[src/si128bcd_pkg.sv]
`timescale 1ns / 1ps

package si128bcd_pkg;

	// Width of the signed input and of its magnitude.
	localparam int BIN_W = 128;

	// Decimal digits kept; 2^128 - 1 has 39 of them.
	localparam int DIGIT_COUNT = 39;
	localparam int BCD_W = DIGIT_COUNT * 4;
	localparam int COUNT_W = 6;

	// Shift-and-adjust steps, split evenly over the pipeline.
	localparam int STEP_COUNT = BIN_W;
	localparam int STEPS_PER_STAGE = 8;
	localparam int STAGE_COUNT = STEP_COUNT / STEPS_PER_STAGE;

	// Input register, dabble stages, digit count register.
	localparam int LATENCY = STAGE_COUNT + 2;

	localparam logic [3:0] ADJ_MIN = 4'd5;
	localparam logic [3:0] ADJ_ADD = 4'd3;

	typedef struct packed {
		logic             valid;
		logic             neg;
		logic [BIN_W-1:0] bin;
		logic [BCD_W-1:0] bcd;
	} work_t;

	// Add 3 to every digit of 5 or more.
	function automatic logic [BCD_W-1:0] adjust_digits(input logic [BCD_W-1:0] bcd);
		logic [BCD_W-1:0] res;
		logic [3:0]       nib;
		res = bcd;
		for (int k = 0; k < DIGIT_COUNT; k++) begin
			nib = bcd[4*k +: 4];
			if (nib >= ADJ_MIN) begin
				res[4*k +: 4] = nib + ADJ_ADD;
			end
		end
		return res;
	endfunction

	// One double dabble step: adjust, then shift the magnitude into the digits.
	function automatic work_t dabble_step(input work_t w);
		work_t            res;
		logic [BCD_W-1:0] adj;
		res = w;
		adj = adjust_digits(w.bcd);
		{res.bcd, res.bin} = {adj[BCD_W-2:0], w.bin, 1'b0};
		return res;
	endfunction

endpackage

[src/si128bcd_count_stage.sv]
`timescale 1ns / 1ps

module si128bcd_count_stage (
	input  logic                                  clk,
	input  logic                                  arst_n,
	input  si128bcd_pkg::work_t                   in_word,
	output logic                                  done,
	output logic                                  negative,
	output logic [si128bcd_pkg::BCD_W-1:0]        digits,
	output logic [si128bcd_pkg::COUNT_W-1:0]      digit_count
);

	logic [si128bcd_pkg::COUNT_W-1:0] count_c;
	logic                             valid_s;
	logic                             neg_s;
	logic [si128bcd_pkg::BCD_W-1:0]   digits_s;
	logic [si128bcd_pkg::COUNT_W-1:0] count_s;

	// Position of the highest nonzero digit; zero still counts as one digit.
	always_comb begin
		count_c = si128bcd_pkg::COUNT_W'(1);
		for (int i = 0; i < si128bcd_pkg::DIGIT_COUNT; i++) begin
			if (in_word.bcd[4*i +: 4] != 4'd0) begin
				count_c = si128bcd_pkg::COUNT_W'(i + 1);
			end
		end
	end

	always_ff @(posedge clk or negedge arst_n) begin
		if (!arst_n) begin
			valid_s <= 1'b0;
		end else begin
			valid_s <= in_word.valid;
		end
	end

	always_ff @(posedge clk) begin
		if (in_word.valid) begin
			neg_s    <= in_word.neg;
			digits_s <= in_word.bcd;
			count_s  <= count_c;
		end
	end

	assign done        = valid_s;
	assign negative    = neg_s;
	assign digits      = digits_s;
	assign digit_count = count_s;

endmodule

[config.mk]
export PLATFORM = sky130hd
export DESIGN_NAME = si128bcd_count_stage
export DESIGN_NICKNAME = d
export VERILOG_FILES = /design/src/si128bcd_pkg.sv /design/src/si128bcd_count_stage.sv
export SDC_FILE = /design/constraint.sdc
export NUM_CORES = 1
export LEC_CHECK = 0
export ABC_CLOCK_PERIOD_IN_PS = 800
export BUFFER_PORTS_ARGS = -buffer_cell sky130_fd_sc_hd__buf_2
export CAP_MARGIN = 20
export CORE_AREA = 8 8 170 172
export CTS_BUF_LIST = sky130_fd_sc_hd__clkbuf_16
export DETAILED_ROUTE_END_ITERATION = 10
export DIE_AREA = 0 0 178 180
export SLEW_MARGIN = 40
export SYNTH_ARGS = -nofsm -noshare
export SYNTH_HDL_FRONTEND = slang
export SYNTH_SLANG_ARGS = --single-unit
[constraint.sdc]
create_clock -name clk -period 0.8 [get_ports clk]
set_clock_uncertainty 0.15 [all_clocks]
set_input_delay 0.08 -clock clk [delete_from_list [all_inputs] [get_ports clk]]
set_output_delay 0.08 -clock clk [all_outputs]
set_load 0.02 [all_outputs]
==> flow_summary.yaml, run 1 <==
run_status:
  status: "complete, but fails checks"
  violations: "negative hold slack, negative setup slack"
setup_path:
  worst_path_most_repeated_cell: "nand3_1"
  start_kind: "input port"
  crit_slowest_cell: "or4_4"
  required_ps: 800
  arrival_ps: 1410
  critPathKind: "input port to flop"
  cp_top_family: "simple AND/OR/NAND/NOR gates"
  crit_fanout: 3
  crit_chain: "buf_8, or4_4, o211ai_1, buf_4, nand3_1, nand3_1, o21ai_2"
  slowest_delay_ps: 530
  crit_buf_inv: 2
  crit_path_end_kind: "flop"
logic_synthesis:
  synth.most_common_cell: "edfxtp_1"
  synth_top_area_share: 0.848
  synth_flop_cell: "edfxtp_1"
  syn_area_per_cell_sq_um: 20.4
  syn-cell-area_sq_um: 5770
  yosys.area.top_type: "edfxtp_1"
  ys_seq_area_frac: 0.853
  synth_edf_count: 163
  synthArstFlopShare: 0.00610
  yosys_warnings: 0
  synthTopCellsByCount: "edfxtp_1 (163), nor4_1 (22), nand2_1 (12)"
  ys_seq_elements: 164
  synthCells: 283
  synth_cell_types: 32
  synth_area_leaders: "edfxtp_1 (85%), nor4_1 (2.4%), nor4_2 (2.2%)"
  synth_nets: 571
sta:
  hold_viol: 52
  tightest_slew_ps: 376
  slew_viol_final: 0
  relSlewSlack: 0.748
  min_period_ps: 1410
  max_clock_freq_mhz: 711
  fin_tns_setup_ps: -63720
  period_share: 1.76
  rsz0062_at_grt: "true"
  fin_ws_ps: -605
  finalSetupViolCount: 170
  hold-worst-slack_ps: -249
drt:
  ant_nets: 0
  vias_per_cell: 4.17
  drc: 0
  avgRoutedWirePerCell_microns: 19.0
  first_iter_violations: 185
  routed_wl_microns: 22900
  first_pass_iters: 5
  num_vias: 5019
global_routing:
  grt_pass1_vias: 5644
  grt_overflow: 0
  grt_pass1_wl_microns: 32900
  track_usage: 0.137
  grt_max_degree: 45
  antenna_found_initial: 10
placed_design:
  io_buffers: 323
  place.gp.congestion: 0.751
  placed_area_sq_um: 8730
  dpl.hpwl_microns: 17400
layout:
  syn_to_final_growth_pct: 100
  fin_nets: 1136
  design_area_sq_um: 11500
  fin_util: 0.438
  drive_above_1_share: 0.598
min_path:
  hp-class: "input port to flop"
  hold_start: "in_word[153]"
  holdPathEnd: "digits[153]"
  min_path_cells: 1
floorplan:
  die_w_microns: 178
  io_pins: 452
  dieArea_sq_um: 32000
  core_region_area_sq_um: 26400
  dieHeight_microns: 180
  initial_utilization: 0.219
  rows: 60
clock_network:
  cts_root_buf: "clkbuf_16"
  cts_tree: "done"
  ctsLongestPathBuffers: 2
  htreeDepth: 4
  clkSinkCount: 164
  clk_pin_slew_ps: 60
  cts-buffers-inserted: 17
flow_run:
  maxCapViolCount: 0
pwr:
  power-per-cell-area_nw_per_um2: 1950
  p_leak_uw: 0.00468
  vdd_drop_max_mv: 1.12
==> flip-flops by register name, summed over array words and instances (netlist names) <==
name and cells:
done 1, digits 156, negative 1, digit_count 6
==> cell families after synthesis <==
logic type | count (synthesis) | synth area share
flops | 164 | 0.853
compound gates | 30 | 0.0351
buf+inv | 2 | 0.00130
simple gates | 87 | 0.111
==> stage by stage <==
stage	hold slack (ps)	power (uW)	cells	setup WS, ps
floorplan	-366	11500	283	-759
global placement	-294	13300	1058	-1320
detailed placement	-295	13400	1058	-1350
CTS	-315	22500	1202	-607
global route	-269	23300	1204	-659
finish	-249	22500	1204	-605
==> layout by cell type, fill, tap and decap left out, drive strengths merged <==
cell type,synthesis,layout
buf,0,435
edfxtp,163,163
dlygate4sd3,0,111
nor4,35,35
clkbuf,0,17
or4,13,13
nand2,12,12
nand3,8,8
o21ai,8,8
nand4,7,7
inv,2,7
a21oi,7,7
clkinv,0,6
nor2,5,5
o211ai,4,4
bufinv,0,3
a211oi,3,3
diode,0,2
nor2b,2,2
and4,2,2
a31oi,2,2
and2,2,2
o41ai,1,1
a41oi,1,1
a22oi,1,1
o211a,1,1
a221oi,1,1
a21o,1,1
nand2b,1,1
clkinvlp,0,1
dfrtp,1,1
==> timing repair <==
item | CTS | global route
hold endpoints to repair | 165 | 53
pin swaps | 14 | 4
endpoints found under the setup margin | 170 | 171
buffers inserted | 1 | 0
gates resized for setup | 211 | 100
hold buffers | 111 | 1
==> worst max path at each step <==
stage                      from             end  cells past startpoint
finish              in_word[74]  digit_count[1]                      7
global route        in_word[21]  digit_count[0]                      6
CTS                 in_word[71]  digit_count[1]                      7
detailed placement  in_word[33]  digit_count[0]                      6
global placement    in_word[65]  digit_count[0]                      7
floorplan            in_word[9]  digit_count[0]                      5
==> report_power, final <==
group / internal (uW) / total, uW / switching, uW
Clock: 4840 / 8140 / 3290
Combinational: 2000 / 3900 / 1900
Sequential: 10200 / 10500 / 275
==> area by class of cell <==
class                      instances  area, sq um
antenna                            2         5.00
tap                              341          427
sequential                       164         4920
timing repair buffer             546         4470
inverter                           2         7.51
clock inverter                    15          155
fill                            2373        14800
multi-input combinational        117         1130
clock buffer                      17          425
==> metal layers <==
metal  vias to the layer above  track usage  part of all wire  wire (microns)
met5                         -            0            0.0044             100
met4                        16       0.0357             0.012             265
met3                        29       0.0624              0.11            2440
met2                       231        0.238              0.50           11400
met1                      2402        0.148              0.38            8690
li1                       2341            -                 -               -
Note: power is estimated with default switching activity, not from simulation.
==> run 2: changes to the inputs <==
--- a/config.mk
+++ b/config.mk
@@ -5,13 +5,14 @@
 export SDC_FILE = /design/constraint.sdc
 export NUM_CORES = 1
 export LEC_CHECK = 0
+export ABC_AREA = 1
 export ABC_CLOCK_PERIOD_IN_PS = 800
 export BUFFER_PORTS_ARGS = -buffer_cell sky130_fd_sc_hd__buf_2
 export CAP_MARGIN = 20
-export CORE_AREA = 8 8 170 172
+export CORE_AREA = 8 8 168 170
 export CTS_BUF_LIST = sky130_fd_sc_hd__clkbuf_16
 export DETAILED_ROUTE_END_ITERATION = 10
-export DIE_AREA = 0 0 178 180
+export DIE_AREA = 0 0 176 178
 export SLEW_MARGIN = 40
 export SYNTH_ARGS = -nofsm -noshare
 export SYNTH_HDL_FRONTEND = slang
==> flow_summary.yaml, run 2 <==
run_status:
  status: "complete, but fails checks"
  violations: "negative hold slack, negative setup slack"
logic_synthesis:
  synth_top_family_by_area: "simple AND/OR/NAND/NOR gates"
  synth_nets: 587
  synth_edf_count: 163
  synth_compound_area_frac: 0.0128
  ys_seq_area_frac: 0.826
  synthMuxAreaShare: 0
  synth_flop_cell: "edfxtp_1"
  synthTopCellsByCount: "edfxtp_1 (163), nand2_1 (58), nor4_4 (21)"
  synthArstFlopShare: 0.00610
  synth_area_leaders: "edfxtp_1 (82%), nor4_4 (7.5%), nand2_1 (3.7%)"
  yosys_warnings: 0
  synth_cell_types: 20
  synth.most_common_cell: "edfxtp_1"
  synthCells: 299
  synth_xor_area_frac: 0
  yosys.area.top_type: "edfxtp_1"
  ys_seq_elements: 164
  syn-cell-area_sq_um: 5960
  synthAdderAreaFrac: 0
  synth_top_area_share: 0.822
  syn_area_per_cell_sq_um: 19.9
  synth-simple-area-share: 0.158
global_routing:
  grt_pass1_vias: 5392
  grt_max_degree: 31
  grt_overflow: 0
  track_usage: 0.134
  antenna_found_initial: 7
  grt_pass1_wl_microns: 31500
placed_design:
  dpl.hpwl_microns: 16500
  place_inst: 1030
  place.gp.congestion: 0.763
  io_buffers: 323
floorplan:
  dieArea_sq_um: 31300
  io_pins: 452
  dieHeight_microns: 178
  die_w_microns: 176
  core_region_area_sq_um: 25600
  rows: 59
  initial_utilization: 0.233
clock_network:
  htreeDepth: 4
  clkSinkCount: 164
  cts_root_buf: "clkbuf_16"
  cts-buffers-inserted: 17
  cts_tree: "done"
  clk_pin_slew_ps: 70
  ctsLongestPathBuffers: 2
setup_path:
  crit_path_end_kind: "flop"
  start_kind: "input port"
  arrival_ps: 2400
  crit_slowest_cell: "nor3b_4"
  crit_fanout: 2
  required_ps: 800
  worst_path_most_repeated_cell: "nand2_1"
  critPathKind: "input port to flop"
  slowest_delay_ps: 210
sta:
  finalSetupViolCount: 170
  relSlewSlack: 0.747
  hold_viol: 34
  fin_tns_setup_ps: -66560
  tightest_slew_ps: 377
  rsz0062_at_grt: "true"
  hold-worst-slack_ps: -294
  fin_ws_ps: -1600
  slew_viol_final: 0
  max_clock_freq_mhz: 417
  min_period_ps: 2400
  period_share: 3.00
drt:
  first_iter_violations: 219
  routed_wl_microns: 22400
  num_vias: 4900
  first_pass_iters: 4
  vias_per_cell: 4.10
  ant_nets: 0
  drc: 0
  avgRoutedWirePerCell_microns: 18.7
pwr:
  p_leak_uw: 0.00471
  power-per-cell-area_nw_per_um2: 1960
  vdd_drop_max_mv: 1.31
  p_total_uw: 22900
min_path:
  hp-class: "input port to flop"
layout:
  num_antenna_cells: 0
  largest_reg_flops: 156
  layout_common_cells: "buf_2 (167), edfxtp_1 (163), buf_6 (156)"
  syn_to_final_growth_pct: 96.6
  layout_commonest_cell: "buf_2"
  drive_above_1_share: 0.576
  layout.cells.non_filler: 1196
  fin_nets: 1136
flow_run:
  maxCapViolCount: 0
[run 2: cell count changes in the layout (fill, tap and decap cells not counted), sizes merged, moves of 6 or more]
cell | previous run | this run
nand4 | 7 | 0
dlygate4sd3 | 111 | 129
buf | 435 | 401
or4 | 13 | 0
nand3 | 8 | 2
nor2 | 5 | 16
nand2 | 12 | 58
o21ai | 8 | 1
[run 2: power breakdown]
group | internal (uW) | switching, uW | leakage [uW]
clock | 4950 | 3480 | 0.000298
sequential | 10200 | 296 | 0.00161
combinational | 2070 | 1950 | 0.00281
[run 2: cells by family (layout without fill, tap and decap cells)]
| logic type | count (synthesis) | count (layout) |
|---|---|---|
| buffers and inverters | 5 | 567 |
| flip-flops | 164 | 164 |
| AND/OR/NAND/NOR | 118 | 118 |
| AO/OA/AOI/OAI | 12 | 12 |
[run 2: cell type report]
type	instances	area (sq um)
clock inverter	15	176
timing repair buffer	530	4510
inverter	5	28.8
clock buffer	17	425
tap	335	419
fill	2206	13900
multi-input combinational	130	1240
sequential	164	4920
[run 2: worst max-delay path, delay by kind of cell]
family                 cells  cell delay, ps
buffers and inverters      1             100
AND/OR/NAND/NOR           37            2230
[run 2: path summary, 6_finish.rpt]
kind,from,endpoint,slack [ps],cells past startpoint
max,in_word[17],digit_count[0],-1600,38
min,in_word[153],digits[153],-290,1
max in group asynchronous,arst_n,done,40,3
min in group asynchronous,arst_n,done,350,3
[run 2: what timing repair did]
action / CTS / global route
gates resized for setup: 207 / 133
setup buffers: 7 / 4
endpoints found under the hold margin: 163 / 46
pin swaps: 17 / 36
hold buffers: 126 / 12
endpoints found under the setup margin: 170 / 170
[run 2: per-layer routing]
layer,vias to the layer above,wire length (microns),global-route usage,part of all wire
met4,14,363,0.0371,0.016
li1,2275,-,-,-
met5,-,90,0,0.0040
met1,2377,8840,0.154,0.39
met3,29,1740,0.0483,0.077
met2,205,11400,0.230,0.51
[run 2: per-stage QoR]
step,util,area [sq um],setup WS [ps]
CTS,0.439,11200,-1590
floorplan,-,6030,-1530
global placement,0.338,8660,-2040
finish,0.457,11700,-1600
global route,0.457,11700,-2030
detailed placement,0.338,8660,-2050
==> run 3: changes to the inputs <==
--- a/config.mk
+++ b/config.mk
@@ -6,13 +6,14 @@
 export NUM_CORES = 1
 export LEC_CHECK = 0
 export ABC_AREA = 1
-export ABC_CLOCK_PERIOD_IN_PS = 800
+export ABC_CLOCK_PERIOD_IN_PS = 2900
 export BUFFER_PORTS_ARGS = -buffer_cell sky130_fd_sc_hd__buf_2
 export CAP_MARGIN = 20
 export CORE_AREA = 8 8 168 170
 export CTS_BUF_LIST = sky130_fd_sc_hd__clkbuf_16
 export DETAILED_ROUTE_END_ITERATION = 10
 export DIE_AREA = 0 0 176 178
+export GPL_TIMING_DRIVEN = 0
 export SLEW_MARGIN = 40
 export SYNTH_ARGS = -nofsm -noshare
 export SYNTH_HDL_FRONTEND = slang
==> constraint.sdc (replaced) <==
create_clock -name clk -period 2.9 [get_ports clk]
set_clock_uncertainty 0.15 [all_clocks]
set_input_delay 0.29 -clock clk [delete_from_list [all_inputs] [get_ports clk]]
set_output_delay 0.29 -clock clk [all_outputs]
set_load 0.02 [all_outputs]
==> flow_summary.yaml, run 3 (same netlist as run 2, synthesis figures left out) <==
setup_path:
  arrival_ps: 2820
  critPathKind: "input port to flop"
  required_ps: 2910
  start_kind: "input port"
  crit_slowest_cell: "dlygate4sd3_1"
  crit_fanout: 2
  crit_path_end_kind: "flop"
  worst_path_most_repeated_cell: "nand2_1"
  slowest_delay_ps: 540
placed_design:
  dpl.hpwl_microns: 16000
  place_inst: 959
  place.gp.congestion: 0.760
  io_buffers: 323
  dp_slack_ps: -401
drt:
  first_iter_violations: 247
  num_vias: 4600
  vias_per_cell: 3.98
  first_pass_iters: 4
  avgRoutedWirePerCell_microns: 18.1
  drc: 0
  ant_nets: 0
  routed_wl_microns: 20900
pwr:
  vdd_drop_max_mv: 0.298
  p_leak_uw: 0.00409
  power-per-cell-area_nw_per_um2: 600
layout:
  largest_reg_flops: 156
  multi_input_area_sq_um: 1050
  layout_commonest_cell: "buf_2"
  fin_nets: 1090
  layout.cells.non_filler: 1155
  fillers: 2352
  syn_to_final_growth_pct: 73.6
  drive_above_1_share: 0.485
  seq_area_sq_um: 4920
  layout_common_cells: "buf_2 (320), edfxtp_1 (163), dlygate4sd3_1 (159)"
floorplan:
  initial_utilization: 0.233
  core_region_area_sq_um: 25600
  dieHeight_microns: 178
  rows: 59
  die_w_microns: 176
  dieArea_sq_um: 31300
  io_pins: 452
flow_run:
  maxCapViolCount: 0
clock_network:
  clkSinkCount: 164
  ctsLongestPathBuffers: 2
  post_cts_buffers: 0
  cts_root_buf: "clkbuf_16"
  cts_tree: "done"
  clk_pin_slew_ps: 70
  cts-buffers-inserted: 17
  htreeDepth: 4
global_routing:
  track_usage: 0.130
  grt_overflow: 0
  grt_pass1_vias: 5165
  grt_max_degree: 71
  antenna_found_initial: 9
  grt_pass1_wl_microns: 30800
sta:
  period_share: 0.968
  fin_ws_ps: 91.6
  tightest_slew_ps: 572
  relSlewSlack: 0.615
  hold_viol: 0
  finalSetupViolCount: 0
  rsz0062_at_grt: "true"
  slew_viol_final: 0
  max_clock_freq_mhz: 356
  min_period_ps: 2810
run_status:
  status: "finished, final reports clean"
min_path:
  hp-class: "input port to flop"
[run 3: final cells by class]
cell class,count,area share
Antenna cell,5,0.00121
Clock buffer,17,0.0411
Clock inverter,15,0.0209
Inverter,5,0.00181
Multi-Input combinational cell,130,0.101
Sequential cell,164,0.476
Tap cell,335,0.0405
Timing Repair Buffer,484,0.318
[run 3: worst paths after layout]
kind                               from              to  slack (ps)  cells past startpoint
max                         in_word[51]  digit_count[0]          90                     30
max in group asynchronous        arst_n            done        1950                      3
min in group asynchronous        arst_n            done         550                      3
min                        in_word[285]      digits[17]          80                      1
[run 3: layer usage]
| metal | GRT usage | vias up | wire (microns) |
|---|---|---|---|
| met3 | 0.0616 | 27 | 2160 |
| met1 | 0.142 | 2168 | 7930 |
| met4 | 0.0410 | 12 | 301 |
| li1 | - | 2184 | - |
| met5 | 0 | - | 88 |
| met2 | 0.222 | 209 | 10400 |
[run 3: power by group]
group | switching (uW) | internal [uW]
logic | 517 | 370
clock network | 996 | 1470
registers | 42.0 | 2810
total | 1560 | 4650
[run 3: per-stage QoR]
stage / power [uW] / area [sq um] / TNS (ps) / hold slack, ps / utilization
after global routing: 6440 / 10300 / -316 / 64.8 / 0.404
after floorplan: 3190 / 5960 / 0 / -156 / -
after CTS: 6290 / 10300 / 0 / 66.1 / 0.402
after detailed placement: 3620 / 8060 / -401 / -84.2 / 0.315
final: 6210 / 10300 / 0 / 82.2 / 0.404
after global placement: 3610 / 7990 / -107120 / -85.1 / 0.312
[run 3: critical path: cells and delay by family]
| kind | cells | cell delay, ps |
|---|---|---|
| AND/OR/NAND/NOR | 28 | 1850 |
| buffers and inverters | 2 | 680 |
[run 3: timing repair]
action	4_1_cts	5_1_grt
resized for setup	0	10
endpoints found under the hold margin	158	0
endpoints found under the setup margin	0	1
hold buffers	159	0
